$ cat config.mk
export PLATFORM = sky130hd
export DESIGN_NAME = kwm_min_tree
export DESIGN_NICKNAME = d
export VERILOG_FILES = /design/src/design/kwm_pkg.sv /design/src/design/kwm_min_tree.sv
export SDC_FILE = /design/constraint.sdc
export NUM_CORES = 1
export LEC_CHECK = 0
export BUFFER_PORTS_ARGS = -buffer_cell sky130_fd_sc_hd__buf_2
export CAP_MARGIN = 20
export CELL_PAD_IN_SITES_DETAIL_PLACEMENT = 1
export CELL_PAD_IN_SITES_GLOBAL_PLACEMENT = 1
export CORE_AREA = 2 2 225 227
export DETAILED_ROUTE_END_ITERATION = 6
export DIE_AREA = 0 0 227 229
export PLACE_DENSITY = 0.77
export SETUP_SLACK_MARGIN = 0.4
export SLEW_MARGIN = 10
export SYNTH_ARGS = -nofsm -noshare
export SYNTH_HDL_FRONTEND = slang
export SYNTH_SLANG_ARGS = --single-unit
$ cat constraint.sdc
create_clock -name vclk -period 15.65
set_clock_uncertainty 0.2 [all_clocks]
set_input_delay 2.3475 -clock vclk [all_inputs]
set_output_delay 2.3475 -clock vclk [all_outputs]
set_load 0.05 [all_outputs]
$ cat src/design/kwm_pkg.sv
package kwm_pkg;

    // Default sizes of the stream store.
    localparam int MAX_STREAMS_DEF  = 8;
    localparam int STREAM_DEPTH_DEF = 256;

    // Fixed field widths.
    localparam int ID_W   = 32;
    localparam int TIME_W = 32;
    localparam int KEY_W  = ID_W + TIME_W;
    localparam int CMD_W  = 2;
    localparam int SEL_W  = 3;
    localparam int CFG_W  = 4;
    localparam int MASK_W = 8;

    // Reset value of the active stream count.
    localparam logic [CFG_W-1:0] CFG_RESET = CFG_W'(8);

    // Input command codes.
    typedef enum logic [CMD_W-1:0] {
        CMD_LOAD   = 2'd0,
        CMD_EMIT   = 2'd1,
        CMD_REWIND = 2'd2,
        CMD_CLEAR  = 2'd3
    } cmd_t;

    // Sequencer states.
    typedef enum logic [1:0] {
        ST_IDLE,
        ST_EXEC,
        ST_MATCH
    } state_t;

endpackage

$ cat src/design/kwm_min_tree.sv
module kwm_min_tree #(
    parameter int N = kwm_pkg::MAX_STREAMS_DEF
) (
    input  logic [N-1:0]                      leaf_valid,
    input  logic [N-1:0][kwm_pkg::KEY_W-1:0]  leaf_key,
    output logic                              found,
    output logic [kwm_pkg::KEY_W-1:0]         min_key
);
    import kwm_pkg::*;

    localparam int LEVELS = (N > 1) ? $clog2(N) : 1;
    localparam int LEAVES = 1 << LEVELS;

    logic [2*LEAVES-1:0]            nv;
    logic [2*LEAVES-1:0][KEY_W-1:0] nk;

    // Signed lexicographic order on {id, time}: flip both sign bits, then compare unsigned.
    function automatic logic key_lower(input logic [KEY_W-1:0] a, input logic [KEY_W-1:0] b);
        logic [KEY_W-1:0] ab;
        logic [KEY_W-1:0] bb;
        ab = {~a[KEY_W-1], a[KEY_W-2:TIME_W], ~a[TIME_W-1], a[TIME_W-2:0]};
        bb = {~b[KEY_W-1], b[KEY_W-2:TIME_W], ~b[TIME_W-1], b[TIME_W-2:0]};
        return ab < bb;
    endfunction

    // Heap-ordered tree: node i takes the smaller valid key of nodes 2i and 2i+1.
    always_comb
    begin
        nv = '0;
        nk = '0;
        for (int i = 0; i < LEAVES; i++)
        begin
            if (i < N)
            begin
                nv[LEAVES+i] = leaf_valid[i];
                nk[LEAVES+i] = leaf_key[i];
            end
        end
        for (int i = LEAVES - 1; i >= 1; i--)
        begin
            if (nv[2*i] && (!nv[2*i+1] || !key_lower(nk[2*i+1], nk[2*i])))
            begin
                nv[i] = 1'b1;
                nk[i] = nk[2*i];
            end
            else
            begin
                nv[i] = nv[2*i+1];
                nk[i] = nk[2*i+1];
            end
        end
    end

    assign found   = nv[1];
    assign min_key = nk[1];

endmodule

# After elaboration in Yosys (flattened, before gate mapping)
# Index checks and enable logic that the tools add are counted.
[totals]
regBits = 0
input_bits = 520
out_inout_bits = 65
elab_cells = 77
[op_classes]
order_cmp = 7
muxes = 14
bitwise = 28
reduce_logical = 28
[ops]
columns = ["operator", "count"]
rows = [
  ["$lt 64x64->1", 7],
  ["$mux 64", 7],
  ["$not 1->1", 28],
  ["$logic_not 1->1", 14],
  ["$logic_and 1x1->1", 7],
  ["$logic_or 1x1->1", 7],
  ["$mux 1", 7],
]

# Logic depth before layout (Yosys ltp)
# Gate-level depths: netlist (run 1).
[depth]
ltp_word = 18
depth_mapped = 39
depth_no_buf = 34

# Least setup slack after synthesis (run 1)
# OpenSTA, ideal clock, no wires.
[synth_timing]
path_type = "input port to output port"
startpoint = "input port leaf_key[190] (netlist bit)"
endpoint = "output port min_key[31] (netlist bit)"
t_arrival_ns = 10.772
slack_ns = 2.330
cell_stages = 36
path_buffers = 5
cell_sequence = "inv_1 ha_1 nand3_1 or4_1 or3_1 nor2_1 o211ai_1 nand3_1 clkbuf_1 buf_2 mux2i_1 inv_1 ha_1 and4_1 nand4_1 nor4_1 nand4_1 or3_1 a2111oi_0 a21o_1 a31oi_1 buf_2 buf_2 mux2i_1 inv_1 ha_1 and4_1 nand4_1 or4_1 or3_1 a2111o_1 a31oi_1 o21a_1 o31ai_4 buf_6 mux2i_1"
[synth_via]
elab_chain_len = 17
[synth_lines]
columns = ["element", "line", "rtl"]
rows = [
  ["start: declaration", "kwm_min_tree.sv:5", "input logic [N-1:0][kwm_pkg::KEY_W-1:0] leaf_key,"],
  ["$lt 64x64->1", "kwm_min_tree.sv:23", "return ab < bb;"],
  ["$logic_not 1->1", "kwm_min_tree.sv:41", "if (nv[2*i] && (!nv[2*i+1] || !key_lower(nk[2*i+1], nk[2*i])))"],
  ["$logic_or 1x1->1", "kwm_min_tree.sv:41", ""],
  ["$logic_and 1x1->1", "kwm_min_tree.sv:41", ""],
  ["$mux 64", "kwm_min_tree.sv:41", ""],
  ["$not 1->1", "kwm_min_tree.sv:21", "ab = {~a[KEY_W-1], a[KEY_W-2:TIME_W], ~a[TIME_W-1], a[TIME_W-2:0]};"],
  ["$lt 64x64->1", "kwm_min_tree.sv:23", ""],
  ["$logic_not 1->1", "kwm_min_tree.sv:41", ""],
  ["$logic_or 1x1->1", "kwm_min_tree.sv:41", ""],
  ["$logic_and 1x1->1", "kwm_min_tree.sv:41", ""],
  ["$mux 64", "kwm_min_tree.sv:41", ""],
  ["$not 1->1", "kwm_min_tree.sv:22", "bb = {~b[KEY_W-1], b[KEY_W-2:TIME_W], ~b[TIME_W-1], b[TIME_W-2:0]};"],
  ["$lt 64x64->1", "kwm_min_tree.sv:23", ""],
  ["$logic_not 1->1", "kwm_min_tree.sv:41", ""],
  ["$logic_or 1x1->1", "kwm_min_tree.sv:41", ""],
  ["$logic_and 1x1->1", "kwm_min_tree.sv:41", ""],
  ["$mux 64 *", "kwm_min_tree.sv:41", ""],
  ["end: declaration", "kwm_min_tree.sv:7", "output logic [kwm_pkg::KEY_W-1:0] min_key"],
]
# Every way passes the cells marked *; elsewhere a longest branch is shown, timed or not.

# Worst setup path after layout (run 1)
[layout_timing]
startpoint = "input port leaf_key[401] (netlist bit)"
endpoint = "output port min_key[56] (netlist bit)"
[layout_via]
elab_chain_len = 17
[layout_lines]
columns = ["element", "line"]
rows = [
  ["$lt 64x64->1", "kwm_min_tree.sv:23"],
  ["$logic_not 1->1", "kwm_min_tree.sv:41"],
  ["$logic_or 1x1->1", "kwm_min_tree.sv:41"],
  ["$logic_and 1x1->1", "kwm_min_tree.sv:41"],
  ["$mux 64", "kwm_min_tree.sv:41"],
  ["$not 1->1", "kwm_min_tree.sv:21"],
  ["$lt 64x64->1", "kwm_min_tree.sv:23"],
  ["$logic_not 1->1", "kwm_min_tree.sv:41"],
  ["$logic_or 1x1->1", "kwm_min_tree.sv:41"],
  ["$logic_and 1x1->1", "kwm_min_tree.sv:41"],
  ["$mux 64", "kwm_min_tree.sv:41"],
  ["$not 1->1", "kwm_min_tree.sv:21"],
  ["$lt 64x64->1", "kwm_min_tree.sv:23"],
  ["$logic_not 1->1", "kwm_min_tree.sv:41"],
  ["$logic_or 1x1->1", "kwm_min_tree.sv:41"],
  ["$logic_and 1x1->1", "kwm_min_tree.sv:41"],
  ["$mux 64 *", "kwm_min_tree.sv:41"],
]
# Marked as above.

==> impl_metrics.csv, run 1 <==
group,metric,value,unit
timing,rsz0062_at_grt,"no",
global_routing,antenna_found_initial,38,
synthesis,syn_area_per_cell,7.38,um2
floorplanning,chipWidth,227,um
setup_path,max_stage_delay,680,ps
routing,viasPerCell,5.33,
global_routing,grt_max_degree,67,
cells_and_area,seqCellArea,0,um2
worst_hold_path,hold_class,"in2out",
power,pwr_density_cell,68.0,nW/um2
floorplanning,rows,82,
cells_and_area,syn_to_final_growth,25.3,%
routing,wirelength,77.5,mm
setup_path,path_class,"in2out",
cells_and_area,clkbuf_count,0,
timing,relSlewSlack,0.299,
global_routing,gr-total-overflow,0,
timing,final_max_slew_viol_count,0,
cells_and_area,multi_input_area,14200,um2
synthesis,synth_area_leader_cell,"ha_1",
floorplanning,die_area,52000,um2
power,p_leak,12.1,nW
global_routing,grt.total_usage,0.285,
routing,antenna_left,0,
setup_path,critPathLaunchType,"input pin",
global_routing,grt_pass1_wl,114,mm
placed_design,pre_cts_ws,557,ps
floorplanning,ioPinCount,585,
cells_and_area,n_fill_cell,6494,
placed_design,dpl_cell_area,20100,um2
timing,fin_crit,14690,ps
run_status,status,"finished, final reports clean",
routing,dr.pass1.iters,5,
synthesis,syn-cell-area,16200,um2
placed_design,routabilityCongestion,0.988,
synthesis,synth_common_cells,"462 x inv_1, 441 x ha_1, 310 x mux2i_1, 205 x a21oi_1, 114 x nor2_1",
routing,vias,18500,
setup_path,crit_slowest_cell,"a211oi_1",
synthesis,seq_area_frac_synth,0,
timing,finalHoldViolCount,0,
synthesis,syn_nets,3152,
power,ir_drop,0.128,mV
cells_and_area,nNetsFinal,3730,
synthesis,syn_inst,2191,
synthesis,yosysMostFrequentCell,"inv_1",
routing,drcViolationCount,0,
synthesis,ys_warn_count,0,
floorplanning,start_util,0.325,
routing,wire_per_inst,22.3,um
placed_design,io_buffers,585,
cells_and_area,design.seq.count,0,
synthesis,synth_top_area_frac,0.341,
synthesis,synth_area_leaders,"ha_1 34%, mux2i_1 19%, inv_1 11%",
setup_path,required,13100,ps
setup_path,endpoint_kind,"output pin",
power,p_total,1.38,mW
floorplanning,die_h,229,um
timing,setup_viol,0,
timing,fin_tns_setup,0,ps
setup_path,path_max_fanout,59,
job,drv_cap,0,
timing,min_period_over_period,0.939,
floorplanning,core_area,49700,um2
global_routing,grt_pass1_vias,19900,
timing,max_freq,68.1,MHz
setup_path,cp.arrival,12140,ps
synthesis,synthDistinctLibCells,57,
routing,drtIter0Drc,697,
timing,tightest_slew,1050,ps
timing,postLayoutSetupSlackWorst,961,ps
cells_and_area,design_area,20200,um2
placed_design,dp_hpwl,71.6,mm
cells_and_area,drive_above_1_share,0.254,
## logic make-up (layout without fill, tap and decap cells)
family,Yosys count,count (layout),synth area share
adder cells (fa/ha/maj),441,441,0.341
AO/OA/AOI/OAI,443,443,0.169
other,0,30,0
buffers and inverters,516,1092,0.124
AND/OR/NAND/NOR,414,414,0.126
multiplexers,377,377,0.239
## cell usage in the layout (no fill, tap or decap), types with 4 or more instances in the layout
| master | netlist | final |
|---|---|---|
| a2111oi_0 | 5 | 5 |
| a211o_1 | 4 | 4 |
| a211oi_1 | 19 | 19 |
| a21o_1 | 60 | 60 |
| a21oi_1 | 205 | 204 |
| a221oi_1 | 11 | 10 |
| a31oi_1 | 11 | 10 |
| and3_1 | 6 | 6 |
| and4_1 | 12 | 12 |
| buf_12 | 0 | 9 |
| buf_2 | 24 | 585 |
| buf_4 | 0 | 36 |
| diode_2 | 0 | 30 |
| ha_1 | 441 | 441 |
| inv_1 | 462 | 462 |
| mux2_1 | 9 | 9 |
| mux2_2 | 58 | 58 |
| mux2i_1 | 310 | 310 |
| nand2_1 | 88 | 87 |
| nand2b_1 | 10 | 10 |
| nand3_1 | 47 | 46 |
| nand4_1 | 70 | 70 |
| nor2_1 | 114 | 114 |
| nor2b_1 | 8 | 8 |
| nor3_1 | 27 | 27 |
| nor4_1 | 12 | 11 |
| o211ai_1 | 13 | 13 |
| o21a_1 | 12 | 12 |
| o21ai_0 | 64 | 64 |
| o21bai_1 | 4 | 4 |
| or3_1 | 5 | 5 |
| or4_1 | 7 | 7 |
## timing repair
item,4_1_cts,5_1_grt
gates resized for setup,0,2
hold buffers,0,0
buffers inserted,0,8
endpoints found under the setup margin,0,63
## worst paths after layout
check	slack, ps	startpoint	endpoint	cells past startpoint
min	5050	leaf_valid[7]	found	4
max	960	leaf_key[401]	min_key[56]	36
## critical path, delay by kind of cell
kind / cells / cell delay [ps]
mux: 2 / 930
buf+inv: 8 / 1660
simple gates: 10 / 2430
compound gates: 13 / 3870
fa+ha+maj: 3 / 860
## layout make-up
| class | instances | area share |
|---|---|---|
| well taps | 672 | 0.0415 |
| repair buffers | 630 | 0.167 |
| diodes | 30 | 0.00371 |
| multi-input cells | 1675 | 0.702 |
| inverters | 462 | 0.0857 |
## power by group
part	internal, mW	leakage [nW]	total [mW]	switching (mW)
clock	0.000000257	0.000190	0.000000257	0
sequential	0	0	0	0
combinational	0.489	12.1	1.38	0.888
total	0.489	12.1	1.38	0.888
## metal layers
metal	vias to the layer above	routed length, um	global-route usage
met4	18	2800	0.0888
met3	127	3210	0.0285
met5	-	115	0
met1	8882	32700	0.339
met2	454	38600	0.531
li1	8992	-	-
## per-stage QoR
stage | hold WS (ps) | std cells | util
2_1_floorplan | 4890 | 2191 | -
3_3_place_gp | 5060 | 3431 | 0.404
3_5_place_dp | 5050 | 3431 | 0.404
4_1_cts | 5050 | 3431 | 0.404
5_1_grt | 5070 | 3464 | 0.407
6_report | 5050 | 3469 | 0.408
Note: power is estimated with default switching activity, not from simulation.
==> inputs of run 2 (changes only) <==
==> constraint.sdc (replaced) <==
create_clock -name vclk -period 16.69
set_clock_uncertainty 0.2 [all_clocks]
set_input_delay 2.5035 -clock vclk [all_inputs]
set_output_delay 2.5035 -clock vclk [all_outputs]
set_load 0.05 [all_outputs]
==> run 2 against run 1 <==
Flip-flop and latch count unchanged. Critical path type unchanged. Die area is the same. Power fell by 8.4%. Worst setup slack improved by 39 ps. Via count fell by 0.28%. Sequential share of layout area did not move. Wire length rose by 0.81%. Largest power group unchanged. Utilization fell by 0.52 points. Worst hold slack improved by 310 ps. Critical path depth is the same. Global-route usage grew 0.33 points.
==> impl_metrics.csv, run 2 (synthesis results as in run 1) <==
group,metric,value,unit
setup_path,required,13990,ps
power,switching_share,0.651,
cells_and_area,drive_above_1_share,0.246,
clock_network,post_cts_buffers,0,
cells_and_area,syn_to_final_growth,23.7,%
placed_design,routabilityCongestion,1.01,
routing,viasPerCell,5.36,
timing,rsz0062_at_grt,"no",
setup_path,max_stage_delay,690,ps
floorplanning,core_area,49700,um2
cells_and_area,design.seq.count,0,
floorplanning,die_h,229,um
worst_hold_path,min_delay_path_depth,4,
power,ir_drop,0.130,mV
floorplanning,rows,82,
cells_and_area,seqCellArea,0,um2
power,pwr-share-seq,0,
timing,relSlewSlack,0.376,
cells_and_area,layout_commonest_cell,"buf_2",
power,clockPowerShare,0,
power,intPower,440,uW
cells_and_area,utilization,0.403,
timing,hold_ws,5360,ps
timing,tightest_slew,930,ps
global_routing,grt_max_degree,67,
routing,drtIter0Drc,746,
cells_and_area,design_area,20000,um2
setup_path,path_class,"in2out",
worst_hold_path,hold_class,"in2out",
placed_design,pre_cts_ws,967,ps
global_routing,grt.total_usage,0.289,
placed_design,place_inst,3409,
setup_path,cp.arrival,12990,ps
routing,wl_met2,39.1,mm
setup_path,endpoint_kind,"output pin",
setup_path,path_max_fanout,58,
power,switchingPower,821,uW
timing,fin_tns_setup,0,ps
routing,wirelength,78.1,mm
timing,max_freq,63.7,MHz
routing,dr.pass1.iters,6,
placed_design,io_buffers,585,
global_routing,gr-total-overflow,0,
global_routing,grt_pass1_vias,19700,
power,comb_power_share,1.000,
placed_design,dp_hpwl,71.7,mm
floorplanning,start_util,0.325,
floorplanning,chipWidth,227,um
timing,postLayoutSetupSlackWorst,1000,ps
cells_and_area,layout_common_cells,"585 x buf_2, 462 x inv_1, 441 x ha_1",
power,p_leak,11.9,nW
timing,final_max_slew_viol_count,0,
power,p_total,1.26,mW
clock_network,cts_hold_buf,0,
setup_path,critPathLaunchType,"input pin",
cells_and_area,nNetsFinal,3700,
timing,min_period_over_period,0.940,
routing,wire_per_inst,22.7,um
placed_design,dpl_cell_area,19900,um2
timing,finalHoldViolCount,0,
floorplanning,die_area,52000,um2
timing,fin_crit,15690,ps
routing,route.met3.wl,3.54,mm
setup_path,crit_slowest_cell,"a21oi_4",
cells_and_area,clkbuf_count,0,
timing,setup_viol,0,
run_status,status,"finished, final reports clean",
routing,vias,18400,
global_routing,antenna_found_initial,39,
routing,antenna_left,0,
power,pwr_density_cell,63.1,nW/um2
floorplanning,ioPinCount,585,
job,drv_cap,0,
routing,top_layer_used,"met5",
routing,drcViolationCount,0,
cells_and_area,final_cell_count_no_fill,3439,
global_routing,grt_pass1_wl,116,mm
routing,m1WireLength,33.1,mm
[run 2: cell types whose count changed in the layout (fill, tap and decap cells not counted)]
cell / before / now
a221oi_1: 10 / 11
a2111oi_2: 0 / 1
a2111oi_0: 5 / 4
nor4_1: 11 / 12
nor4_2: 1 / 0
a221oi_2: 1 / 0
buf_4: 36 / 8
buf_12: 9 / 7
[run 2: what timing repair did]
action | 4_1_cts | 5_1_grt
endpoints found under the hold margin | 0 | 0
endpoints found under the setup margin | 0 | 58
resized for setup | 0 | 2
[run 2: area by class of cell]
cell class                      count  area, um2
Inverter                          462       1730
Timing Repair Buffer              600       3130
Antenna cell                       30       75.1
Multi-Input combinational cell   1675      14200
Tap cell                          672        841
Fill cell                        6472      29700
[run 2: worst paths after layout]
kind,startpoint,end,slack (ps)
max,leaf_key[313],min_key[31],1000
min,leaf_valid[7],found,5360
[run 2: worst max-delay path, delay by kind of cell]
| family | cells | cell delay, ps |
|---|---|---|
| adders and majority gates | 3 | 840 |
| AOI/OAI and AO/OA | 14 | 3590 |
| buffers and inverters | 7 | 1740 |
| muxes | 3 | 1390 |
| and+or+nand+nor | 9 | 2880 |
[run 2: metal layers]
metal,GRT usage,up-vias
met4,0.0737,20
met2,0.532,519
met1,0.354,8849
li1,-,8921
met3,0.0285,113
met5,0,-
[run 2: power by group through the flow]
| stage | clock (mW) | combinational [mW] | sequential [mW] |
|---|---|---|---|
| global route | 0.000000193 | 1.36 | 0 |
| CTS | 0 | 1.26 | 0 |
| finish | 0.000000116 | 1.26 | 0 |
| detailed placement | 0 | 1.25 | 0 |
| global placement | 0 | 1.21 | 0 |
| floorplan | 0 | 0.862 | 0 |
==> inputs of run 3 (changes only) <==
--- a/config.mk
+++ b/config.mk
@@ -5,14 +5,16 @@
 export SDC_FILE = /design/constraint.sdc
 export NUM_CORES = 1
 export LEC_CHECK = 0
-export BUFFER_PORTS_ARGS = -buffer_cell sky130_fd_sc_hd__buf_2
+export ABC_AREA = 1
 export CAP_MARGIN = 20
 export CELL_PAD_IN_SITES_DETAIL_PLACEMENT = 1
 export CELL_PAD_IN_SITES_GLOBAL_PLACEMENT = 1
-export CORE_AREA = 2 2 225 227
+export CORE_AREA = 2 2 226 228
 export DETAILED_ROUTE_END_ITERATION = 6
-export DIE_AREA = 0 0 227 229
-export PLACE_DENSITY = 0.77
+export DIE_AREA = 0 0 228 230
+export DONT_BUFFER_PORTS = 1
+export PLACE_DENSITY = 0.64
+export RECOVER_POWER = 50
 export SETUP_SLACK_MARGIN = 0.4
 export SLEW_MARGIN = 10
 export SYNTH_ARGS = -nofsm -noshare
==> run 3 against run 2 <==
Worst setup slack improved by 800 ps. Critical endpoint is now min_key[34]. Cell count decreased by 3.4%. Global-route usage decreased by 2.0 points.
==> impl_metrics.csv, run 3 <==
group,metric,value,unit
run_status,status,"finished, final reports clean",
routing,drtIter0Drc,738,
clock_network,post_cts_buffers,0,
global_routing,grt.total_usage,0.269,
placed_design,dp_hpwl,66.9,mm
job,drv_cap,0,
cells_and_area,clkbuf_count,0,
synthesis,ys_warn_count,0,
synthesis,syn_area_per_cell,5.68,um2
timing,setup_viol,0,
cells_and_area,syn_to_final_growth,3.47,%
routing,antenna_left,0,
global_routing,gr-total-overflow,0,
global_routing,grt_pass1_wl,110,mm
synthesis,synth_area_leader_cell,"ha_1",
global_routing,met2_usage,0.481,
setup_path,endpoint_kind,"output pin",
routing,viasPerCell,5.44,
synthesis,seq_area_frac_synth,0,
cells_and_area,layout_commonest_cell,"nand2_1",
setup_path,path_buf_inv,7,
routing,dr.pass1.iters,5,
setup_path,cp.depth,38,
global_routing,grt_pass1_vias,18900,
global_routing,grt-busiest-layer,"met2",
cells_and_area,n_fill_cell,6832,
placed_design,routabilityCongestion,0.952,
floorplanning,die_h,230,um
cells_and_area,utilization,0.323,
floorplanning,chipWidth,228,um
cells_and_area,design_area,16100,um2
setup_path,required,13990,ps
floorplanning,start_util,0.312,
timing,max_freq,67.1,MHz
global_routing,grt_use_met1,0.334,
global_routing,met3_usage,0.0454,
floorplanning,die_area,52400,um2
routing,wire_per_inst,22.2,um
timing,fin_crit,14890,ps
synthesis,syn_inst,2737,
power,p_leak,9.08,nW
setup_path,max_stage_delay,1060,ps
synthesis,syn-cell-area,15600,um2
floorplanning,ioPinCount,585,
synthesis,synth_area_leaders,"ha_1 35%, nand2_1 17%, a21oi_1 10%",
synthesis,synthDistinctLibCells,36,
floorplanning,core_area,49900,um2
placed_design,io_buffers,0,
clock_network,cts_hold_buf,0,
timing,relSlewSlack,0.137,
cells_and_area,layout_common_cells,"719 x nand2_1, 441 x ha_1, 395 x inv_1",
timing,rsz0062_at_grt,"no",
synthesis,synth_top_area_frac,0.355,
setup_path,critPathLaunchType,"input pin",
timing,tightest_slew,1290,ps
global_routing,grt_max_degree,128,
cells_and_area,drive_above_1_share,0.00945,
synthesis,syn_nets,3698,
worst_hold_path,hold_class,"in2out",
cells_and_area,nNetsFinal,3609,
worst_hold_path,min_delay_path_depth,4,
power,p_total,1.18,mW
power,ir_drop,0.0475,mV
cells_and_area,multi_input_area,13700,um2
placed_design,place_inst,3317,
floorplanning,rows,82,
timing,final_max_slew_viol_count,0,
placed_design,dpl_cell_area,16100,um2
routing,wirelength,73.6,mm
synthesis,yosysMostFrequentCell,"nand2_1",
timing,fin_tns_setup,0,ps
timing,min_period_over_period,0.892,
cells_and_area,final_cell_count_no_fill,3322,
setup_path,crit_slowest_cell,"inv_1",
setup_path,cp.arrival,12190,ps
synthesis,synth_common_cells,"720 x nand2_1, 441 x ha_1, 394 x inv_1, 319 x a21oi_1, 298 x o21ai_0",
routing,vias,18100,
cells_and_area,seqCellArea,0,um2
setup_path,crit_top_cell,"nand2_1",
clock_network,cts_resized,0,
global_routing,antenna_found_initial,4,
timing,finalHoldViolCount,0,
setup_path,path_class,"in2out",
cells_and_area,design.seq.count,0,
power,pwr_density_cell,73.5,nW/um2
setup_path,path_max_fanout,97,
routing,drcViolationCount,0,
setup_path,crit_family,"simple AND/OR/NAND/NOR gates",
-- run 3: logic make-up after synthesis --
family                   Yosys count  synth area share
AO/OA/AOI/OAI                    670             0.226
adder cells (fa/ha/maj)          441             0.355
buffers and inverters            495             0.123
AND/OR/NAND/NOR                 1131             0.296
-- run 3: stage by stage --
step / hold slack (ps) / worst slack, ps
2_1_floorplan: 5260 / 5440
3_3_place_gp: 5390 / 1900
5_1_grt: 5430 / 1010
6_report: 5410 / 1800
3_5_place_dp: 5410 / 2540
4_1_cts: 5410 / 2530
-- run 3: layout make-up --
class,count,share of cell area
multi-input combinational,2242,0.849
inverter,395,0.0921
antenna,4,0.000622
timing repair buffer,9,0.00622
tap,672,0.0522
-- run 3: worst paths after layout --
check	startpoint	end
setup / recovery	leaf_key[127]	min_key[34]
hold / removal	leaf_valid[7]	found
-- run 3: worst min-delay path: cells and delay by family --
kind,cells,cell delay [ps]
and+or+nand+nor,2,450
AOI/OAI and AO/OA,1,60
buffers and inverters,1,80
-- run 3: power by group --
group          switching [mW]  internal, mW  leakage (nW)
combinational           0.905         0.279          9.08
sequential                  0             0             0
clock                       0  0.0000000321     0.0000254
-- run 3: layer usage --
metal	share of wire	routed length [um]	vias to the layer above
li1	-	-	8979
met1	0.45	32800	8568
met2	0.47	34800	461
met3	0.055	4020	80
met4	0.027	1970	0
met5	0	0	-
